===== src/mkte_pkg.sv =====
// Shared types, codes and character tables for the multi-tap keypad text entry block.
// No dependencies.
package mkte_pkg;

    localparam int unsigned TimeoutWidthDefault = 16;
    localparam int unsigned CfgWidth            = 16;
    localparam logic [CfgWidth-1:0] CfgTimeoutReset = 16'd1000;

    // event kinds
    localparam logic [1:0] EV_KEY  = 2'd0;
    localparam logic [1:0] EV_MODE = 2'd1;
    localparam logic [1:0] EV_TICK = 2'd2;

    // result actions
    localparam logic [2:0] ACT_MODE    = 3'd0;
    localparam logic [2:0] ACT_COMMIT  = 3'd1;
    localparam logic [2:0] ACT_PREEDIT = 3'd2;
    localparam logic [2:0] ACT_CONFIRM = 3'd3;
    localparam logic [2:0] ACT_PINYIN  = 3'd4;

    // input modes
    localparam logic [1:0] MODE_DIGIT  = 2'd0;
    localparam logic [1:0] MODE_LOWER  = 2'd1;
    localparam logic [1:0] MODE_UPPER  = 2'd2;
    localparam logic [1:0] MODE_PINYIN = 2'd3;

    localparam logic [6:0] CHAR_SPACE = 7'd32;
    localparam logic [6:0] CHAR_ZERO  = 7'd48;
    localparam logic [6:0] CHAR_LOW_A = 7'd97;

    typedef struct packed {
        logic [2:0] action;
        logic [6:0] out_char;
        logic       confirm_previous;
        logic [1:0] mode_now;
        logic [4:0] tap_index;
        logic [4:0] group_size;
    } result_t;

    // characters on key 1
    function automatic logic [6:0] punct_char(input logic [4:0] pos);
        logic [6:0] c;
        case (pos)
            5'd0:  c = 7'h2C; // ,
            5'd1:  c = 7'h2E; // .
            5'd2:  c = 7'h3F; // ?
            5'd3:  c = 7'h3A; // :
            5'd4:  c = 7'h2F; // /
            5'd5:  c = 7'h40; // @
            5'd6:  c = 7'h3B; // ;
            5'd7:  c = 7'h3A; // :
            5'd8:  c = 7'h22; // "
            5'd9:  c = 7'h27; // '
            5'd10: c = 7'h23; // #
            5'd11: c = 7'h24; // $
            5'd12: c = 7'h25; // %
            5'd13: c = 7'h5E; // ^
            5'd14: c = 7'h26; // &
            5'd15: c = 7'h2A; // *
            5'd16: c = 7'h28; // (
            5'd17: c = 7'h29; // )
            5'd18: c = 7'h5F; // _
            5'd19: c = 7'h2B; // +
            5'd20: c = 7'h2D; // -
            5'd21: c = 7'h3D; // =
            5'd22: c = 7'h7B; // {
            5'd23: c = 7'h7D; // }
            5'd24: c = 7'h5B; // [
            5'd25: c = 7'h5D; // ]
            5'd26: c = 7'h3C; // <
            5'd27: c = 7'h3E; // >
            5'd28: c = 7'h7C; // |
            5'd29: c = 7'h5C; // backslash
            default: c = 7'h00;
        endcase
        return c;
    endfunction

    // number of characters on a key; zero for keys without a group
    function automatic logic [4:0] group_len(input logic [3:0] key);
        logic [4:0] n;
        case (key)
            4'd1:  n = 5'd30;
            4'd2, 4'd3, 4'd4, 4'd5, 4'd6, 4'd8: n = 5'd3;
            4'd7, 4'd9: n = 5'd4;
            default: n = 5'd0;
        endcase
        return n;
    endfunction

    // offset of a key's first letter from 'a'
    function automatic logic [4:0] letter_start(input logic [3:0] key);
        logic [4:0] s;
        case (key)
            4'd2: s = 5'd0;
            4'd3: s = 5'd3;
            4'd4: s = 5'd6;
            4'd5: s = 5'd9;
            4'd6: s = 5'd12;
            4'd7: s = 5'd15;
            4'd8: s = 5'd19;
            4'd9: s = 5'd22;
            default: s = 5'd0;
        endcase
        return s;
    endfunction

    // character at a position of a key's group; upper case where asked
    function automatic logic [6:0] group_char(input logic [3:0] key,
                                              input logic [4:0] pos,
                                              input logic       upper);
        logic [6:0] c;
        c = 7'd0;
        if (key == 4'd1) begin
            c = punct_char(pos);
        end else if (group_len(key) != 5'd0) begin
            c = CHAR_LOW_A + 7'(letter_start(key)) + 7'(pos);
            if (upper) begin
                c = c - 7'd32;
            end
        end
        return c;
    endfunction

endpackage


===== src/multitap_keypad_text_entry_top.sv =====
// Top level of the multi-tap keypad text entry block: event decode, state update,
// output register and skid entry. Depends on mkte_pkg.
//
// The block turns keypad events (digit key, mode key, timer tick) into text entry
// results: mode changes, committed characters, multi-tap preedit characters,
// timeout confirmations and keys handed to an external pinyin engine. It takes
// one event beat per clock cycle while in_stall is low; each event is decoded and
// the state updated in the cycle it is accepted, and its result (at most one)
// goes into the output register, or the skid entry while the output is stalled.
// An output register plus one skid entry sit between the two channels, so input
// keeps flowing while a result waits; in_stall rises only once the skid entry is
// occupied. After reset the block is in pinyin mode with no open preedit and a
// timeout of 1000 ticks. Write the timeout register only while the block is idle.
module multitap_keypad_text_entry_top
    import mkte_pkg::*;
#(
    parameter int unsigned TIMEOUT_WIDTH = TimeoutWidthDefault
)
(
    input  logic                clk,
    input  logic                rst_n,
    // configuration
    input  logic                cfg_we,
    input  logic [CfgWidth-1:0] cfg_wdata,
    // input channel
    input  logic                in_valid,
    output logic                in_stall,
    input  logic [1:0]          mode,
    input  logic [3:0]          key_digit,
    // output channel
    output logic                out_valid,
    input  logic                out_stall,
    output logic [2:0]          action,
    output logic [6:0]          out_char,
    output logic                confirm_previous,
    output logic [1:0]          mode_now,
    output logic [4:0]          tap_index,
    output logic [4:0]          group_size
);

    // timeout register
    logic [CfgWidth-1:0]      timeout_reg;

    // entry state
    logic [1:0]               cur_mode_reg, cur_mode_next;
    logic [3:0]               held_key_reg, held_key_next;
    logic [4:0]               tap_pos_reg, tap_pos_next;
    logic                     open_reg, open_next;
    logic [TIMEOUT_WIDTH-1:0] ticks_reg, ticks_next;

    // output register and skid entry
    logic                     out_valid_reg, out_valid_next;
    result_t                  out_reg, out_next;
    logic                     skid_valid_reg, skid_valid_next;
    result_t                  skid_reg, skid_next;

    logic                     in_beat;
    logic                     out_beat;
    logic                     res_valid;
    result_t                  res;

    // reload value: low TIMEOUT_WIDTH bits of the register, zero counts as one
    logic [CfgWidth+TIMEOUT_WIDTH-1:0] timeout_ext;
    logic [TIMEOUT_WIDTH-1:0]          load_ticks;
    logic [4:0]                        key_len;
    logic [4:0]                        held_len;
    logic [4:0]                        tap_step;

    assign timeout_ext = {{TIMEOUT_WIDTH{1'b0}}, timeout_reg};
    assign load_ticks  = (timeout_ext[TIMEOUT_WIDTH-1:0] == '0)
                         ? TIMEOUT_WIDTH'(1) : timeout_ext[TIMEOUT_WIDTH-1:0];

    assign key_len  = group_len(key_digit);
    assign held_len = group_len(held_key_reg);
    // next tap position on a repeated key, wrapping round the group
    assign tap_step = (tap_pos_reg + 5'd1 >= key_len) ? 5'd0 : tap_pos_reg + 5'd1;

    assign in_stall = skid_valid_reg;
    assign in_beat  = in_valid && !in_stall;
    assign out_beat = out_valid_reg && !out_stall;

    // Decode one event: next state and the result it causes, if any.
    always_comb
    begin
        cur_mode_next = cur_mode_reg;
        held_key_next = held_key_reg;
        tap_pos_next  = tap_pos_reg;
        open_next     = open_reg;
        ticks_next    = ticks_reg;
        res_valid     = 1'b0;
        res           = '0;
        res.mode_now  = cur_mode_reg;

        if (in_beat) begin
            case (mode)
                EV_MODE:
                begin
                    // step the mode and drop any open preedit
                    open_next              = 1'b0;
                    held_key_next          = '0;
                    tap_pos_next           = '0;
                    ticks_next             = '0;
                    cur_mode_next          = cur_mode_reg + 2'd1;
                    res_valid              = 1'b1;
                    res.action             = ACT_MODE;
                    res.confirm_previous   = open_reg;
                    res.mode_now           = cur_mode_reg + 2'd1;
                end
                EV_TICK:
                begin
                    if (open_reg) begin
                        if (ticks_reg > TIMEOUT_WIDTH'(1)) begin
                            ticks_next = ticks_reg - TIMEOUT_WIDTH'(1);
                        end else begin
                            // wait over: confirm the open character
                            res_valid      = 1'b1;
                            res.action     = ACT_CONFIRM;
                            res.out_char   = group_char(held_key_reg, tap_pos_reg,
                                                        cur_mode_reg == MODE_UPPER);
                            res.tap_index  = tap_pos_reg;
                            res.group_size = held_len;
                            open_next      = 1'b0;
                            held_key_next  = '0;
                            tap_pos_next   = '0;
                            ticks_next     = '0;
                        end
                    end
                end
                EV_KEY:
                begin
                    if (key_digit <= 4'd9) begin
                        res_valid = 1'b1;
                        if (cur_mode_reg == MODE_DIGIT) begin
                            res.action   = ACT_COMMIT;
                            res.out_char = CHAR_ZERO + 7'(key_digit);
                        end else if (key_digit == 4'd0) begin
                            // space; confirm an open preedit first
                            res.action           = ACT_COMMIT;
                            res.out_char         = CHAR_SPACE;
                            res.confirm_previous = open_reg;
                            res.group_size       = 5'd1;
                            open_next            = 1'b0;
                            held_key_next        = '0;
                            tap_pos_next         = '0;
                            ticks_next           = '0;
                        end else if (cur_mode_reg == MODE_PINYIN) begin
                            res.action   = ACT_PINYIN;
                            res.out_char = CHAR_ZERO + 7'(key_digit);
                        end else begin
                            // multi-tap: new key starts a group, same key advances
                            if (open_reg && held_key_reg == key_digit) begin
                                tap_pos_next = tap_step;
                            end else begin
                                tap_pos_next = '0;
                            end
                            res.confirm_previous = open_reg && (held_key_reg != key_digit);
                            held_key_next  = key_digit;
                            open_next      = 1'b1;
                            ticks_next     = load_ticks;
                            res.action     = ACT_PREEDIT;
                            res.out_char   = group_char(key_digit, tap_pos_next,
                                                        cur_mode_reg == MODE_UPPER);
                            res.tap_index  = tap_pos_next;
                            res.group_size = key_len;
                        end
                    end
                end
                default:
                begin
                    res_valid = 1'b0;
                end
            endcase
        end
    end

    // Output register with one skid entry behind it.
    always_comb
    begin
        out_valid_next  = out_valid_reg;
        out_next        = out_reg;
        skid_valid_next = skid_valid_reg;
        skid_next       = skid_reg;

        if (skid_valid_reg) begin
            // input is held; drain the skid entry once the output moves
            if (out_beat) begin
                out_next        = skid_reg;
                out_valid_next  = 1'b1;
                skid_valid_next = 1'b0;
            end
        end else if (!out_valid_reg || out_beat) begin
            out_next       = res;
            out_valid_next = res_valid;
        end else if (res_valid) begin
            skid_next       = res;
            skid_valid_next = 1'b1;
        end
    end

    always_ff @(posedge clk or negedge rst_n)
    begin
        if (!rst_n) begin
            timeout_reg    <= CfgTimeoutReset;
            cur_mode_reg   <= MODE_PINYIN;
            held_key_reg   <= '0;
            tap_pos_reg    <= '0;
            open_reg       <= 1'b0;
            ticks_reg      <= '0;
            out_valid_reg  <= 1'b0;
            skid_valid_reg <= 1'b0;
        end else begin
            if (cfg_we) begin
                timeout_reg <= cfg_wdata;
            end
            cur_mode_reg   <= cur_mode_next;
            held_key_reg   <= held_key_next;
            tap_pos_reg    <= tap_pos_next;
            open_reg       <= open_next;
            ticks_reg      <= ticks_next;
            out_valid_reg  <= out_valid_next;
            skid_valid_reg <= skid_valid_next;
        end
    end

    // payload registers need no reset
    always_ff @(posedge clk)
    begin
        out_reg  <= out_next;
        skid_reg <= skid_next;
    end

    assign out_valid        = out_valid_reg;
    assign action           = out_reg.action;
    assign out_char         = out_reg.out_char;
    assign confirm_previous = out_reg.confirm_previous;
    assign mode_now         = out_reg.mode_now;
    assign tap_index        = out_reg.tap_index;
    assign group_size       = out_reg.group_size;

endmodule


===== config.mk =====
export PLATFORM = sky130hd
export DESIGN_NAME = multitap_keypad_text_entry_top
export DESIGN_NICKNAME = d
export VERILOG_FILES = /design/src/mkte_pkg.sv /design/src/multitap_keypad_text_entry_top.sv
export SDC_FILE = /design/constraint.sdc
export NUM_CORES = 1
export LEC_CHECK = 0
export BUFFER_PORTS_ARGS = -buffer_cell sky130_fd_sc_hd__clkbuf_2
export CAP_MARGIN = 20
export CELL_PAD_IN_SITES_DETAIL_PLACEMENT = 0
export CELL_PAD_IN_SITES_GLOBAL_PLACEMENT = 1
export CORE_MARGIN = 2
export CORE_UTILIZATION = 47
export CTS_BUF_LIST = sky130_fd_sc_hd__clkbuf_4 sky130_fd_sc_hd__clkbuf_8 sky130_fd_sc_hd__clkbuf_16
export DETAILED_ROUTE_END_ITERATION = 12
export PLACE_DENSITY = 0.78
export SLEW_MARGIN = 20
export SYNTH_ARGS = -nofsm -noshare
export SYNTH_HDL_FRONTEND = slang
export SYNTH_SLANG_ARGS = --single-unit

===== constraint.sdc =====
create_clock -name clk -period 6 [get_ports clk]
set_clock_uncertainty 0.15 [all_clocks]
set_input_delay 0 -clock clk [delete_from_list [all_inputs] [get_ports clk]]
set_output_delay 0 -clock clk [all_outputs]
set_load 0.02 [all_outputs]

## Word level (Yosys, flattened, before mapping)

Memory sizes are Yosys's and may differ from the RTL's.
Cells that the tools add are included.

- Equal/unequal tests: 14
- Reduce and logical (&&, ||, !) cells: 21
- Muxes and demuxes: 105
- Order comparisons: 3
- Bitwise gates (word level): 2
- Add/subtract/negate cells: 10

Operators by type and width:

| cell | number |
|---|---|
| $mux W5 | 42 |
| $mux W16 | 7 |
| $mux W23 | 4 |
| $mux W10 | 7 |
| $pmux W16 S3 | 1 |
| $mux W7 | 6 |
| $mux W4 | 6 |
| $mux W11 | 2 |
| $pmux W10 S2 | 1 |
| $mux W1 | 19 |
| $mux W9 | 2 |
| $gt A16 B1 Y1 const B | 1 |
| $logic_not A16 Y1 | 1 |
| $sub A16 B1 Y16 const B | 1 |
| $pmux W5 S3 | 1 |
| $add A6 B6 Y7 const A | 2 |
| $add A7 B5 Y7 | 2 |
| $pmux W7 S2 | 1 |
| $sub A7 B6 Y7 const B | 2 |
| $pmux W4 S3 | 1 |
| $reduce_bool A5 Y1 | 2 |
| $eq A4 B1 Y1 const B | 2 |
| $ne A2 B2 Y1 const B | 4 |
| $add A6 B4 Y7 const A | 1 |
| 27 further kinds | 37 |

- Logic and storage cells: 183
- Bits in read-only memories: 928
- Register bits after elaboration: 92
- Output and inout bits: 25
- Memories: 8

Memories:

| memory | depth | bits a word | read ports | clocked after memory_dff | wr ports | line | source |
|---|---|---|---|---|---|---|---|
| (no name shown) | 32 | 7 | 1 | 0 | 0 | mkte_pkg.sv:43 | `case (pos)` |
| (no name shown) | 32 | 7 | 1 | 0 | 0 | mkte_pkg.sv:43 |  |
| (no name shown) | 16 | 5 | 1 | 0 | 0 | mkte_pkg.sv:82 | `case (key)` |
| (no name shown) | 16 | 5 | 1 | 0 | 0 | mkte_pkg.sv:94 | `case (key)` |
| (no name shown) | 16 | 5 | 1 | 0 | 0 | mkte_pkg.sv:82 |  |
| (no name shown) | 16 | 5 | 1 | 0 | 0 | mkte_pkg.sv:94 |  |
| +2 memories | -- | -- | -- | -- | -- | -- |  |

## Logic depth before layout (Yosys ltp)

Gate-level depths: netlist of run 1.

- Depth after elaboration: 31
- Mapped depth: 24
- Depth with buffers taken out: 23

## Worst setup path before layout of run 1

OpenSTA, ideal clock, no wires.

- Kind: reg2reg
- From: reg tap_pos_reg[0]
- To: reg out_reg (netlist bit out_char[5]), data pin
- Slack: 1,612 ps
- Path buffers: 1
- Data arrival time: 3,964 ps
- Library setup time: 274 ps
- Cell stages (with the launch flop): 19
- Cell sequence: dfrtp_1 -> clkbuf_1 -> inv_1 -> ha_1 -> ha_1 -> a21o_1 -> o21ai_1 -> a32oi_2 -> nor2_1 -> nand2_1 -> inv_1 -> ha_1 -> nor2b_1 -> o21a_1 -> o21a_1 -> o31a_1 -> o31ai_1 -> and3b_1 -> o221ai_1

RTL lines:

| item | line | source |
|---|---|---|
| from (decl) | multitap_keypad_text_entry_top.sv:47 | `logic [4:0] tap_pos_reg, tap_pos_next;` |
| from (signal assigned) | multitap_keypad_text_entry_top.sv:217 | `tap_pos_reg <= tap_pos_next;` |
| to (signal assigned) | multitap_keypad_text_entry_top.sv:228 | `out_reg <= out_next;` |
| to (decl) | multitap_keypad_text_entry_top.sv:53 | `result_t out_reg, out_next;` |

==> results of run 1 <==
[path summary, 6_finish.rpt]
path	start	to	slack, ns	cells after the start
worst max register to register	tap_pos_reg[0]$_DFFE_PN0P_	out_char[4]$_DFFE_PP_	0.96	19
max in group asynchronous	rst_n	timeout_reg[0]$_DFFE_PN0P_	5.12	3
worst min register to register	skid_reg[0]$_DFFE_PP_	group_size[0]$_DFFE_PP_	0.38	1
worst min-delay path	mode[0]	held_key_reg[2]$_DFFE_PN0P_	0.02	4
min in group asynchronous	rst_n	out_valid$_DFFE_PN0P_	0.14	3
worst max-delay path	tap_pos_reg[0]$_DFFE_PN0P_	out_char[4]$_DFFE_PP_	0.96	19
[layout by cell type, fill, tap and decap left out, types with 28 or more instances in the layout]
cell / n
sky130_fd_sc_hd__nor2_1: 49
sky130_fd_sc_hd__edfxtp_1: 44
sky130_fd_sc_hd__o21ai_0: 39
sky130_fd_sc_hd__ha_1: 41
sky130_fd_sc_hd__a21oi_1: 43
sky130_fd_sc_hd__clkbuf_2: 51
sky130_fd_sc_hd__nand2_1: 71
sky130_fd_sc_hd__o21ai_1: 31
sky130_fd_sc_hd__dfrtp_1: 38
sky130_fd_sc_hd__inv_1: 28
[worst max-delay path, stage by stage, from the launching register on]
cell	delay [ns]
sky130_fd_sc_hd__dfrtp_1	0.68
sky130_fd_sc_hd__inv_1	0.32
sky130_fd_sc_hd__ha_1	0.49
sky130_fd_sc_hd__ha_1	0.33
sky130_fd_sc_hd__a21o_1	0.12
sky130_fd_sc_hd__o21ai_1	0.11
sky130_fd_sc_hd__a32o_2	0.35
sky130_fd_sc_hd__nand2_1	0.21
sky130_fd_sc_hd__nor2_1	0.11
sky130_fd_sc_hd__inv_1	0.19
sky130_fd_sc_hd__ha_1	0.19
sky130_fd_sc_hd__inv_1	0.05
sky130_fd_sc_hd__fa_1	0.43
sky130_fd_sc_hd__a21o_1	0.19
sky130_fd_sc_hd__a21oi_1	0.19
sky130_fd_sc_hd__xnor2_1	0.14
sky130_fd_sc_hd__nor2_1	0.05
sky130_fd_sc_hd__nor3_1	0.16
sky130_fd_sc_hd__o311a_1	0.22
sky130_fd_sc_hd__o21ai_1	0.07
[metrics by stage]
| stage | hold WS (ns) | cell area, µm² | cells | total power, mW |
|---|---|---|---|---|
| floorplan | -0.4456 | 6574 | 716 | 1.787 |
| global placement | -0.002574 | 6930 | 915 | 2.086 |
| CTS | 0.008687 | 7437 | 952 | 2.700 |
| finish | 0.02046 | 7460 | 953 | 2.704 |
| global route | 0.06672 | 7460 | 953 | 2.882 |
| detailed placement | 0.003367 | 6938 | 916 | 2.104 |
[routing by layer]
metal / vias up / share of wire (%) / track usage [%]
li1: 2758 / - / -
met1: 2839 / 47 / 38.41
met2: 227 / 45 / 40.03
met3: 29 / 6.0 / 4.089
met4: 0 / 2.0 / 7.759
met5: - / 0 / 0
[cells by family after synthesis]
family	Yosys count	share of synthesized area [%]
compound gates	231	23.22
xor+xnor	23	3.293
fa+ha+maj	44	8.565
buf+inv	68	4.397
flops	90	37.76
mux	31	5.463
simple gates	229	17.30
[report_power, final]
| group | internal, mW | switching (mW) | leakage, nW | total, mW |
|---|---|---|---|---|
| sequential | 0.825 | 0.120 | 1.03 | 0.944 |
| combinational | 0.430 | 0.750 | 1.95 | 1.18 |
| clock | 0.316 | 0.264 | 0.147 | 0.580 |
| total | 1.57 | 1.13 | 3.13 | 2.70 |
[cell type report]
type	instances	area share [%]
Inverter	29	1.459
Clock inverter	5	0.5535
Timing Repair Buffer	80	7.112
Multi-Input combinational cell	558	51.12
Sequential cell	90	33.28
Tap cell	180	3.019
Clock buffer	11	3.455
==> metrics.log, run 1 <==
[metrics] cts-stage hold buffer count: 20
[metrics] maximum vdd ir drop: around 0.00016 V
[metrics] worst setup slack after layout: roughly 0.96 ns
[metrics] total number of nets in the final design: about 840
[metrics] synthesis-stage register bit count: 90
[metrics] number of rows created at floorplan: 43
[metrics] antenna cell count: 0
[metrics] cell type with the largest total area after synthesis: sky130_fd_sc_hd__edfxtp_1
[metrics] die area: between 10,000 and 15,000 µm²
[metrics] LEAKAGE: between 3 and 4 nW
[metrics] pin count of the biggest net entering global routing: between 40 and 50
[metrics] final routed wirelength across all metal layers: approximately 19,000 µm
[metrics] Post-Synthesis Mean Instance Area: 9.181 µm²
[metrics] detailed placement HPWL: 13,860 µm
[metrics] library cell used as clock root buffer: sky130_fd_sc_hd__clkbuf_16
[metrics] Worst-Skew Late Latency: between 0.3 and 0.4 ns
[metrics] sequential cell area fraction in the yosys report: a little under two fifths
[metrics] global-route total usage across every layer: between 20% and 30%
[metrics] H-Tree Level Count: 3
[metrics] number of DRC violations after detailed-routing iteration 0: 610
[metrics] number of slew-limit violations in the final report: 0
[metrics] final weighted congestion of routability-driven global placement: between 0.9 and 1
[metrics] Worst Path Required: about 6.0 ns
[metrics] vias in the first global route: around 5,500
[metrics] worst slew pin tran: about 0.94 ns
[metrics] routed length per instance: approximately 20 µm
[metrics] clock tree sinks: 90
[metrics] count of cells resized by post-cts repair: 0
[metrics] post-synth cell types: between 70 and 80
[metrics] worst relative slew slack: 36.68%
[metrics] Async S/R FF share, synth: approximately half
[metrics] clock period minus final worst setup slack: between 5 and 6 ns
[metrics] Max Clock Freq: around 200 MHz
[metrics] list of most frequent post-synthesis cells: sky130_fd_sc_hd__nand2_1 (71), sky130_fd_sc_hd__nor2_1 (49), sky130_fd_sc_hd__edfxtp_1 (44)
[metrics] number of input and output port buffers inserted: 51
[metrics] unrepaired setup endpoints after global routing: false
[metrics] floorplan die width: 122.3 µm
[metrics] synthesized net count: 786
[metrics] Fin. Hold Viols: 0
[metrics] element type at the critical path start: flop
[metrics] cell types with the largest area share after synthesis: sky130_fd_sc_hd__edfxtp_1 (20%), sky130_fd_sc_hd__dfrtp_1 (14%), sky130_fd_sc_hd__ha_1 (7.8%)
[metrics] setup_tns: 0 ns
[metrics] top-count cell post-synth: sky130_fd_sc_hd__nand2_1
[metrics] multi-input combinational cell area: approximately 3800 µm²
[metrics] Worst Setup Slack post-DPL: 1.075 ns
[metrics] area taken by flip-flops and latches: 2482 µm²
[metrics] critical path capture point type: flop
[metrics] top flip-flop cell by instance count after synthesis: sky130_fd_sc_hd__edfxtp_1
[metrics] Core Area: between 10,000 and 15,000 µm²
[metrics] TritonCTS clock tree: done
[metrics] DRT Pass-1 Iters: 5
[metrics] number of antenna violations at the first check in global routing: 0
[metrics] height of the chip: roughly 120 µm
[metrics] gate count after technology mapping: ~720
[metrics] Post-synth EDFFs: 44
[metrics] total congestion overflow: 0
[metrics] via count: ~5,900
[metrics] area share of the largest cell type after synthesis: 20.10%
[metrics] final period utilization: between 80% and 90%
[metrics] effective utilization at floorplan: approximately 48%
[metrics] first-pass GRT wire length: between 30,000 and 40,000 µm
[metrics] final standard cell utilization of the core: between 50% and 60%
[metrics] DRC: 0
[metrics] layout overhead on the synthesized area: 13.48%
[metrics] kind of path behind the tightest hold check: in -> reg
[metrics] max reg flops: 22
[metrics] status: complete, no violations
[metrics] count of warnings emitted by yosys: 0
[metrics] FILL cells: ~1,300
[metrics] clock-pin transition on the worst setup and hold timing paths: around 0.07 ns
[metrics] Inserted Clock Buffers: 9
[metrics] final setup violation count: 0
[metrics] Detail Route Antenna Nets: 0
[metrics] detailed-route vias per instance: between 6 and 7
[metrics] arrival time of data at the critical path endpoint: around 5.0 ns
[metrics] peak fanout along the critical path: 17
[metrics] Worst Setup Path Type: reg -> reg
[metrics] count of pins on the block boundary: 52
[metrics] share of layout cells above drive strength 1: 15.78%
[metrics] Max Root-Sink Buffers: 2
[metrics] post-synth design cell area: between 6000 and 7000 µm²
[metrics] max-cap check violation count: 0
[metrics] total power density per cell area: between 300 and 400 nW/µm²
[metrics] Setup Buffers After CTS: 0
(Power assumes the default switching activity.)
==> inputs of run 2 (changes only) <==
clock period = 4.95 ns   (was 6 ns; I/O delays follow)
==> metrics.log, run 2 (synthesis results as in run 1) <==
[metrics] status: complete, no violations (unchanged)
[metrics] Core Area: 13,770 µm² (unchanged)
[metrics] TritonCTS clock tree: done (unchanged)
[metrics] number of antenna violations at the first check in global routing: 0 (unchanged)
[metrics] setup_tns: 0 ns (unchanged)
[metrics] Fin Hold WS: 0.02954 ns (was 0.02046 ns)
[metrics] Worst Path Required: 4.88 ns (was 5.96 ns)
[metrics] library cell used as clock root buffer: sky130_fd_sc_hd__clkbuf_16 (unchanged)
[metrics] clock-pin transition on the worst setup and hold timing paths: 0.06 ns (was 0.07 ns)
[metrics] critical path capture point type: flop (unchanged)
[metrics] buffer and inverter count on the worst path: 4 (was 3)
[metrics] number of rows created at floorplan: 43 (unchanged)
[metrics] total number of nets in the final design: 857 (was 838)
[metrics] peak fanout along the critical path: 7 (was 17)
[metrics] max reg flops: 22 (unchanged)
[metrics] H-Tree Level Count: 3 (unchanged)
[metrics] antenna cell count: 0 (unchanged)
[metrics] Inserted Clock Buffers: 9 (unchanged)
[metrics] DRT Pass-1 Iters: 5 (unchanged)
[metrics] worst slew pin tran: 0.8392 ns (was 0.9425 ns)
[metrics] first-pass GRT wire length: 30,510 µm (was 30,090 µm)
[metrics] Critical-path top delay cell: sky130_fd_sc_hd__dlygate4sd3_1 (was sky130_fd_sc_hd__dfrtp_1)
[metrics] Worst setup startpoint: key_digit[1] (was tap_pos_reg[0]$_DFFE_PN0P_)
[metrics] vias in the first global route: 5,601 (was 5,526)
[metrics] number of DRC violations after detailed-routing iteration 0: 501 (was 610)
[metrics] most frequent standard cell in the layout excluding fill and tap cells: sky130_fd_sc_hd__nand2_1 (unchanged)
[metrics] cell chain of the critical path: dlygate4sd3_1 -> clkbuf_2 -> inv_2 -> ha_1 -> nand2b_1 -> or2_2 -> nand2_1 -> ha_1 -> nand2b_1 -> a21o_1 -> o21ai_1 -> a32oi_2 -> nor2_1 -> nand2_1 -> inv_1 -> ha_1 -> nor2b_1 -> o21a_1 -> o21a_1 -> o31a_1 -> o31ai_1 -> and3b_1 -> o221ai_1 (was inv_1 -> ha_1 -> ha_1 -> a21o_1 -> o21ai_1 -> a32o_2 -> nand2_1 -> nor2_1 -> inv_1 -> ha_1 -> inv_1 -> fa_1 -> a21o_1 -> a21oi_1 -> xnor2_1 -> nor2_1 -> nor3_1 -> o311a_1 -> o21ai_1)
[metrics] capture point of the critical path: out_char[5]$_DFFE_PP_ (was out_char[4]$_DFFE_PP_)
[metrics] share of layout cells above drive strength 1: 17.93% (was 15.78%)
[metrics] layout overhead on the synthesized area: 16.06% (was 13.48%)
[metrics] height of the chip: 122.3 µm (unchanged)
[metrics] minimum setup slack among reg-to-reg paths: 0.50 ns (was 0.96 ns)
[metrics] floorplan die width: 122.3 µm (unchanged)
[metrics] total congestion overflow: 0 (unchanged)
[metrics] effective utilization at floorplan: 47.73% (unchanged)
[metrics] element type at the critical path start: input port (was flop)
[metrics] die area: 14,950 µm² (unchanged)
[metrics] cell depth of the worst min-delay path: 4 (unchanged)
[metrics] final routed wirelength across all metal layers: 19,060 µm (was 19,050 µm)
[metrics] detailed-route vias per instance: 6.038 (was 6.142)
[metrics] LEAKAGE: 3.234 nW (was 3.128 nW)
[metrics] Worst-Skew Late Latency: 0.36 ns (about the same)
[metrics] cell type group with the largest total delay on the critical path: compound AO/OA/AOI/OAI gates (was adder cells)
[metrics] arrival time of data at the critical path endpoint: 4.60 ns (was 4.99 ns)
[metrics] Max Clock Freq: about 210 MHz
[metrics] clock period minus final worst setup slack: around 4.7 ns
[metrics] Setup Buffers After CTS: 0 (unchanged)
[metrics] most frequent cells in the layout: sky130_fd_sc_hd__nand2_1 (70), sky130_fd_sc_hd__clkbuf_2 (51), sky130_fd_sc_hd__nor2_1 (49) (was sky130_fd_sc_hd__nand2_1 (71), sky130_fd_sc_hd__clkbuf_2 (51), sky130_fd_sc_hd__nor2_1 (49))
[metrics] total stage count of the critical path: 23 (was 19)
[metrics] total power density per cell area: 434.3 nW/µm² (was 362.5 nW/µm²)
[metrics] Worst R2R Start: tap_pos_reg[0]$_DFFE_PN0P_ (unchanged)
[metrics] worst relative slew slack: 43.81% (was 36.68%)
[metrics] final setup violation count: 0 (unchanged)
[metrics] Worst Setup Path Type: in -> reg (was reg -> reg)
[metrics] Detail Route Antenna Nets: 0 (unchanged)
[metrics] depth of the worst register-to-register path: 17 (was 19)
[metrics] FILL cells: 1,262 (was 1,286)
[metrics] unrepaired setup endpoints after global routing: false (unchanged)
[metrics] number of input and output port buffers inserted: 51 (unchanged)
[metrics] final period utilization: a little over nine tenths
[metrics] via count: 5,869 (was 5,853)
[metrics] clock tree sinks: 90 (unchanged)
[metrics] max-cap check violation count: 0 (unchanged)
[metrics] number of slew-limit violations in the final report: 0 (unchanged)
[metrics] pin count of the biggest net entering global routing: 47 (unchanged)
[metrics] DRC: 0 (unchanged)
[metrics] final weighted congestion of routability-driven global placement: 0.9247 (was 0.9553)
[metrics] maximum vdd ir drop: 0.0001931 V (was 0.0001641 V)
[metrics] routed length per instance: 19.61 µm (was 19.99 µm)
[metrics] global-route total usage across every layer: 26.62% (was 26.23%)
[metrics] Most Frequent Cell on Critical Path: sky130_fd_sc_hd__ha_1
[metrics] capture point of the worst reg-to-reg path: out_char[5]$_DFFE_PP_ (was out_char[4]$_DFFE_PP_)
[metrics] detailed placement HPWL: 14,130 µm (was 13,860 µm)
[metrics] Max Root-Sink Buffers: 2 (unchanged)
[metrics] Fin. Hold Viols: 0 (unchanged)
[metrics] kind of path behind the tightest hold check: in -> reg (unchanged)
[metrics] delay of the slowest cell on the worst path: 0.53 ns (was 0.68 ns)
[metrics] count of pins on the block boundary: 52 (unchanged)
[run 2: cell types whose count changed in the layout (fill, tap and decap cells not counted), moves of 2 or more]
cell	change
sky130_fd_sc_hd__dlygate4sd3_1	+4
sky130_fd_sc_hd__inv_2	+3
sky130_fd_sc_hd__clkbuf_8	+2
sky130_fd_sc_hd__buf_4	+16
sky130_fd_sc_hd__inv_1	-3
[run 2: layer usage]
metal	up-vias	GRT usage (%)	routed length (µm)	share of wire (%)
met5	-	0	0	0
met4	0	7.830	345	1.8
met3	30	4.600	1158	6.1
met2	210	38.99	8284	43
met1	2834	40.15	9272	49
li1	2795	-	-	-
[run 2: per-stage QoR]
| step | setup slack, ns | instances | total power [mW] | util [%] | area [µm²] |
|---|---|---|---|---|---|
| floorplan | 0.5617 | 716 | 2.167 | - | 6574 |
| CTS | 0.1480 | 972 | 3.302 | 55.28 | 7614 |
| global route | 0.01934 | 972 | 3.518 | 55.40 | 7630 |
| global placement | 0.4986 | 931 | 2.540 | 51.19 | 7051 |
| detailed placement | 0.3377 | 932 | 2.561 | 51.24 | 7058 |
| finish | 0.2845 | 972 | 3.313 | 55.40 | 7630 |
[run 2: repair_timing]
action                                  4_1_cts  5_1_grt
gates resized for setup                       0        5
endpoints found under the setup margin        0        9
endpoints found under the hold margin        65        0
hold buffers                                 24        0
[run 2: final cells by class]
type	count	area, µm²	area share, %
clock inverters	4	37.54	0.4920
clock buffers	12	277.8	3.641
flip-flops and latches	90	2482	32.54
inverters	29	108.9	1.427
multi-input cells	558	3822	50.10
well taps	180	225.2	2.952
repair buffers	99	675.6	8.855
[run 2: worst min-delay path by stage]
| stage | from | endpoint | slack [ns] |
|---|---|---|---|
| final | mode[0] | held_key_reg[3]$_DFFE_PN0P_ | 0.03 |
| after global routing | mode[0] | held_key_reg[3]$_DFFE_PN0P_ | 0.09 |
| after CTS | mode[0] | held_key_reg[3]$_DFFE_PN0P_ | 0.006 |
| after detailed placement | rst_n | in_stall$_DFF_PN0_ | 0.002 |
| after global placement | rst_n | in_stall$_DFF_PN0_ | -0.009 |
| after floorplan | rst_n | held_key_reg[0]$_DFFE_PN0P_ | -0.45 |
[run 2: power breakdown]
group | switching [mW] | total (mW) | internal (mW)
clock | 0.313 | 0.720 | 0.407
sequential | 0.148 | 1.15 | 1.00
combinational | 0.922 | 1.45 | 0.524
[run 2: worst min-delay path, stage by stage]
cell	delay (ns)
sky130_fd_sc_hd__clkbuf_2	0.24
sky130_fd_sc_hd__nor2_1	0.11
sky130_fd_sc_hd__nand2_1	0.08
sky130_fd_sc_hd__o21ai_1	0.06
==> inputs of run 3 (changes only) <==
PLACE_DENSITY = default   (was 0.78)
PLACE_DENSITY_LB_ADDON = 0.1   (was default)
==> metrics.log, run 3 (synthesis results as in run 1) <==
[metrics] Max Root-Sink Buffers: 2 (unchanged)
[metrics] Worst Setup Path Type: in -> reg (unchanged)
[metrics] number of antenna violations at the first check in global routing: 1 (was 0)
[metrics] buffer and inverter count on the worst path: 4 (unchanged)
[metrics] first-pass GRT wire length: 31,360 µm (was 30,510 µm)
[metrics] Critical-path top delay cell: sky130_fd_sc_hd__dlygate4sd3_1 (unchanged)
[metrics] peak fanout along the critical path: 7 (unchanged)
[metrics] height of the chip: 122.3 µm (unchanged)
[metrics] part of the power in registers: 34.6% (was 34.7%)
[metrics] cell chain of the critical path: dlygate4sd3_1 -> clkbuf_2 -> inv_2 -> ha_1 -> nand2b_1 -> or2_2 -> nand2_1 -> ha_1 -> nand2b_1 -> a21o_1 -> o21ai_1 -> a32oi_4 -> nor2_1 -> nand2_1 -> inv_2 -> ha_1 -> nor2b_1 -> o21a_1 -> o21a_1 -> o31a_1 -> o31ai_1 -> and3b_1 -> o221ai_1 (was dlygate4sd3_1 -> clkbuf_2 -> inv_2 -> ha_1 -> nand2b_1 -> or2_2 -> nand2_1 -> ha_1 -> nand2b_1 -> a21o_1 -> o21ai_1 -> a32oi_2 -> nor2_1 -> nand2_1 -> inv_1 -> ha_1 -> nor2b_1 -> o21a_1 -> o21a_1 -> o31a_1 -> o31ai_1 -> and3b_1 -> o221ai_1)
[metrics] max reg flops: 22 (unchanged)
[metrics] switching power total: 1.410 mW (was 1.383 mW)
[metrics] depth of the worst register-to-register path: 17 (unchanged)
[metrics] delay of the slowest cell on the worst path: 0.53 ns (about the same)
[metrics] via count: 5,860 (was 5,869)
[metrics] library cell used as clock root buffer: sky130_fd_sc_hd__clkbuf_16 (unchanged)
[metrics] Worst Path Required: 4.87 ns (was 4.88 ns)
[metrics] final routed wirelength across all metal layers: 19,890 µm (was 19,060 µm)
[metrics] worst relative slew slack: 26.31% (was 43.81%)
[metrics] Core Area: 13,770 µm² (unchanged)
[metrics] Most Frequent Cell on Critical Path: sky130_fd_sc_hd__ha_1 (unchanged)
[metrics] Fin. Hold Viols: 0 (unchanged)
[metrics] DRC: 0 (unchanged)
[metrics] routed length per instance: 20.59 µm (was 19.61 µm)
[metrics] DRT Pass-1 Iters: 5 (unchanged)
[metrics] status: complete, no violations (unchanged)
[metrics] cell depth of the worst min-delay path: 4 (unchanged)
[metrics] critical path capture point type: flop (unchanged)
[metrics] total congestion overflow: 0 (unchanged)
[metrics] die area: 14,950 µm² (unchanged)
[metrics] number of input and output port buffers inserted: 51 (unchanged)
[metrics] number of rows created at floorplan: 43 (unchanged)
[metrics] H-Tree Level Count: 3 (unchanged)
[metrics] final setup violation count: 0 (unchanged)
[metrics] unrepaired setup endpoints after global routing: false (unchanged)
[metrics] clock tree sinks: 90 (unchanged)
[metrics] setup_tns: 0 ns (unchanged)
[metrics] vias in the first global route: 5,537 (was 5,601)
[metrics] final period utilization: 94.19% (was 94.25%)
[metrics] fraction of power consumed by combinational cells: 44.7% (was 43.6%)
[metrics] most frequent standard cell in the layout excluding fill and tap cells: sky130_fd_sc_hd__nand2_1 (unchanged)
[metrics] element type at the critical path start: input port (unchanged)
[metrics] final weighted congestion of routability-driven global placement: 0.9773 (was 0.9247)
[metrics] most frequent cells in the layout: sky130_fd_sc_hd__nand2_1 (70), sky130_fd_sc_hd__clkbuf_2 (51), sky130_fd_sc_hd__nor2_1 (49) (unchanged)
[metrics] clock-pin transition on the worst setup and hold timing paths: 0.06 ns (about the same)
[metrics] clock period minus final worst setup slack: 4.663 ns (was 4.665 ns)
[metrics] kind of path behind the tightest hold check: in -> reg (unchanged)
[metrics] cell type group with the largest total delay on the critical path: compound AO/OA/AOI/OAI gates (unchanged)
[metrics] arrival time of data at the critical path endpoint: 4.59 ns (was 4.60 ns)
[metrics] total power density per cell area: 434.8 nW/µm² (was 434.3 nW/µm²)
[metrics] Fin Hold WS: 0.02250 ns (was 0.02954 ns)
[metrics] layout overhead on the synthesized area: 14.83% (was 16.06%)
[metrics] switching portion of total power: 42.97% (was 41.73%)
[metrics] LEAKAGE: 3.181 nW (was 3.234 nW)
[metrics] worst slew pin tran: 1.100 ns (was 0.8392 ns)
[metrics] Detail Route Antenna Nets: 0 (unchanged)
[metrics] FILL cells: 1,330 (was 1,262)
[metrics] number of DRC violations after detailed-routing iteration 0: 501 (unchanged)
[metrics] effective utilization at floorplan: 47.73% (unchanged)
[metrics] pin count of the biggest net entering global routing: 47 (unchanged)
[metrics] power share of the clock group: 20.7% (was 21.7%)
[metrics] total number of nets in the final design: 850 (was 857)
[metrics] Inserted Clock Buffers: 9 (unchanged)
[metrics] Int Pwr: 1.872 mW (was 1.931 mW)
[metrics] share of layout cells above drive strength 1: 17.32% (was 17.93%)
[metrics] Max Clock Freq: 214.5 MHz (was 214.3 MHz)
[metrics] TritonCTS clock tree: done (unchanged)
[metrics] max-cap check violation count: 0 (unchanged)
[metrics] number of slew-limit violations in the final report: 0 (unchanged)
[metrics] Worst-Skew Late Latency: 0.36 ns (about the same)
[metrics] global-route total usage across every layer: 27.72% (was 26.62%)
[metrics] detailed-route vias per instance: 6.066 (was 6.038)
[metrics] total stage count of the critical path: 23 (unchanged)
[metrics] maximum vdd ir drop: 0.0002122 V (was 0.0001931 V)
[metrics] floorplan die width: 122.3 µm (unchanged)
[metrics] detailed placement HPWL: 14,660 µm (was 14,130 µm)
[metrics] count of pins on the block boundary: 52 (unchanged)
run 3: metal layers:
metal	up-vias	wire (µm)	track usage, %
met1	2840	9508	41.32
met5	-	0	0
met2	214	8785	40.42
met4	0	404	8.980
li1	2778	-	-
met3	28	1188	5.158
run 3: repair_timing:
item	4_1_cts	5_1_grt
hold endpoints to repair	69	0
hold buffers	21	0
gates resized for setup	0	4
buffers inserted	0	0
setup endpoints to repair	0	7
run 3: final cells by class:
cell class	count	area (µm²)	share of cell area [%]
Antenna cell	1	2.502	0.03315
Clock buffer	10	232.7	3.083
Clock inverter	6	53.80	0.7127
Inverter	29	108.9	1.442
Multi-Input combinational cell	558	3827	50.70
Sequential cell	90	2482	32.89
Tap cell	180	225.2	2.984
Timing Repair Buffer	92	615.6	8.155
run 3: stage by stage:
| step | utilization [%] | total power [mW] | instance area (µm²) | cells | setup WS, ns |
|---|---|---|---|---|---|
| floorplan | - | 2.167 | 6574 | 716 | 0.5617 |
| global placement | 51.03 | 2.559 | 7028 | 928 | 0.4282 |
| detailed placement | 51.03 | 2.580 | 7028 | 928 | 0.3353 |
| CTS | 54.63 | 3.278 | 7525 | 965 | 0.2214 |
| global route | 54.79 | 3.508 | 7546 | 965 | 0.007498 |
| finish | 54.81 | 3.282 | 7548 | 966 | 0.2874 |
run 3: worst register-to-register path, stage by stage, from the launching register on:
cell                       delay, ns
sky130_fd_sc_hd__dfrtp_1        0.62
sky130_fd_sc_hd__inv_1          0.12
sky130_fd_sc_hd__ha_1           0.48
sky130_fd_sc_hd__ha_1           0.29
sky130_fd_sc_hd__a21o_1         0.17
sky130_fd_sc_hd__o21ai_1        0.19
sky130_fd_sc_hd__a32oi_4        0.23
sky130_fd_sc_hd__nor2_1         0.17
sky130_fd_sc_hd__nand2_1        0.16
sky130_fd_sc_hd__inv_2          0.16
sky130_fd_sc_hd__ha_1           0.24
sky130_fd_sc_hd__nor2b_1        0.13
sky130_fd_sc_hd__o21a_1         0.18
sky130_fd_sc_hd__o21a_1         0.20
sky130_fd_sc_hd__o31a_1         0.28
sky130_fd_sc_hd__o31ai_1        0.23
sky130_fd_sc_hd__and3b_1        0.21
sky130_fd_sc_hd__o221ai_1       0.13
run 3: final timing paths:
kind                                            start                  endpoint  slack [ns]
max in group asynchronous                       rst_n  ticks_reg[0]$_DFFE_PN0P_        4.10
hold / removal                                mode[0]      open_reg$_DFFE_PN0P_        0.02
setup reg to reg           tap_pos_reg[1]$_DFFE_PN0P_     out_char[5]$_DFFE_PP_        0.32
min in group asynchronous                       rst_n  ticks_reg[7]$_DFFE_PN0P_        0.13
hold reg to reg                 skid_reg[5]$_DFFE_PP_    tap_index[0]$_DFFE_PP_        0.38
setup / recovery                         key_digit[0]     out_char[5]$_DFFE_PP_        0.29
run 3: power by group through the flow:
stage	combinational, mW	clock (mW)	sequential, mW
detailed placement	1.43	0	1.15
finish	1.47	0.680	1.14
global placement	1.42	0	1.14
global route	1.63	0.719	1.16
floorplan	0.941	0	1.23
CTS	1.45	0.693	1.13
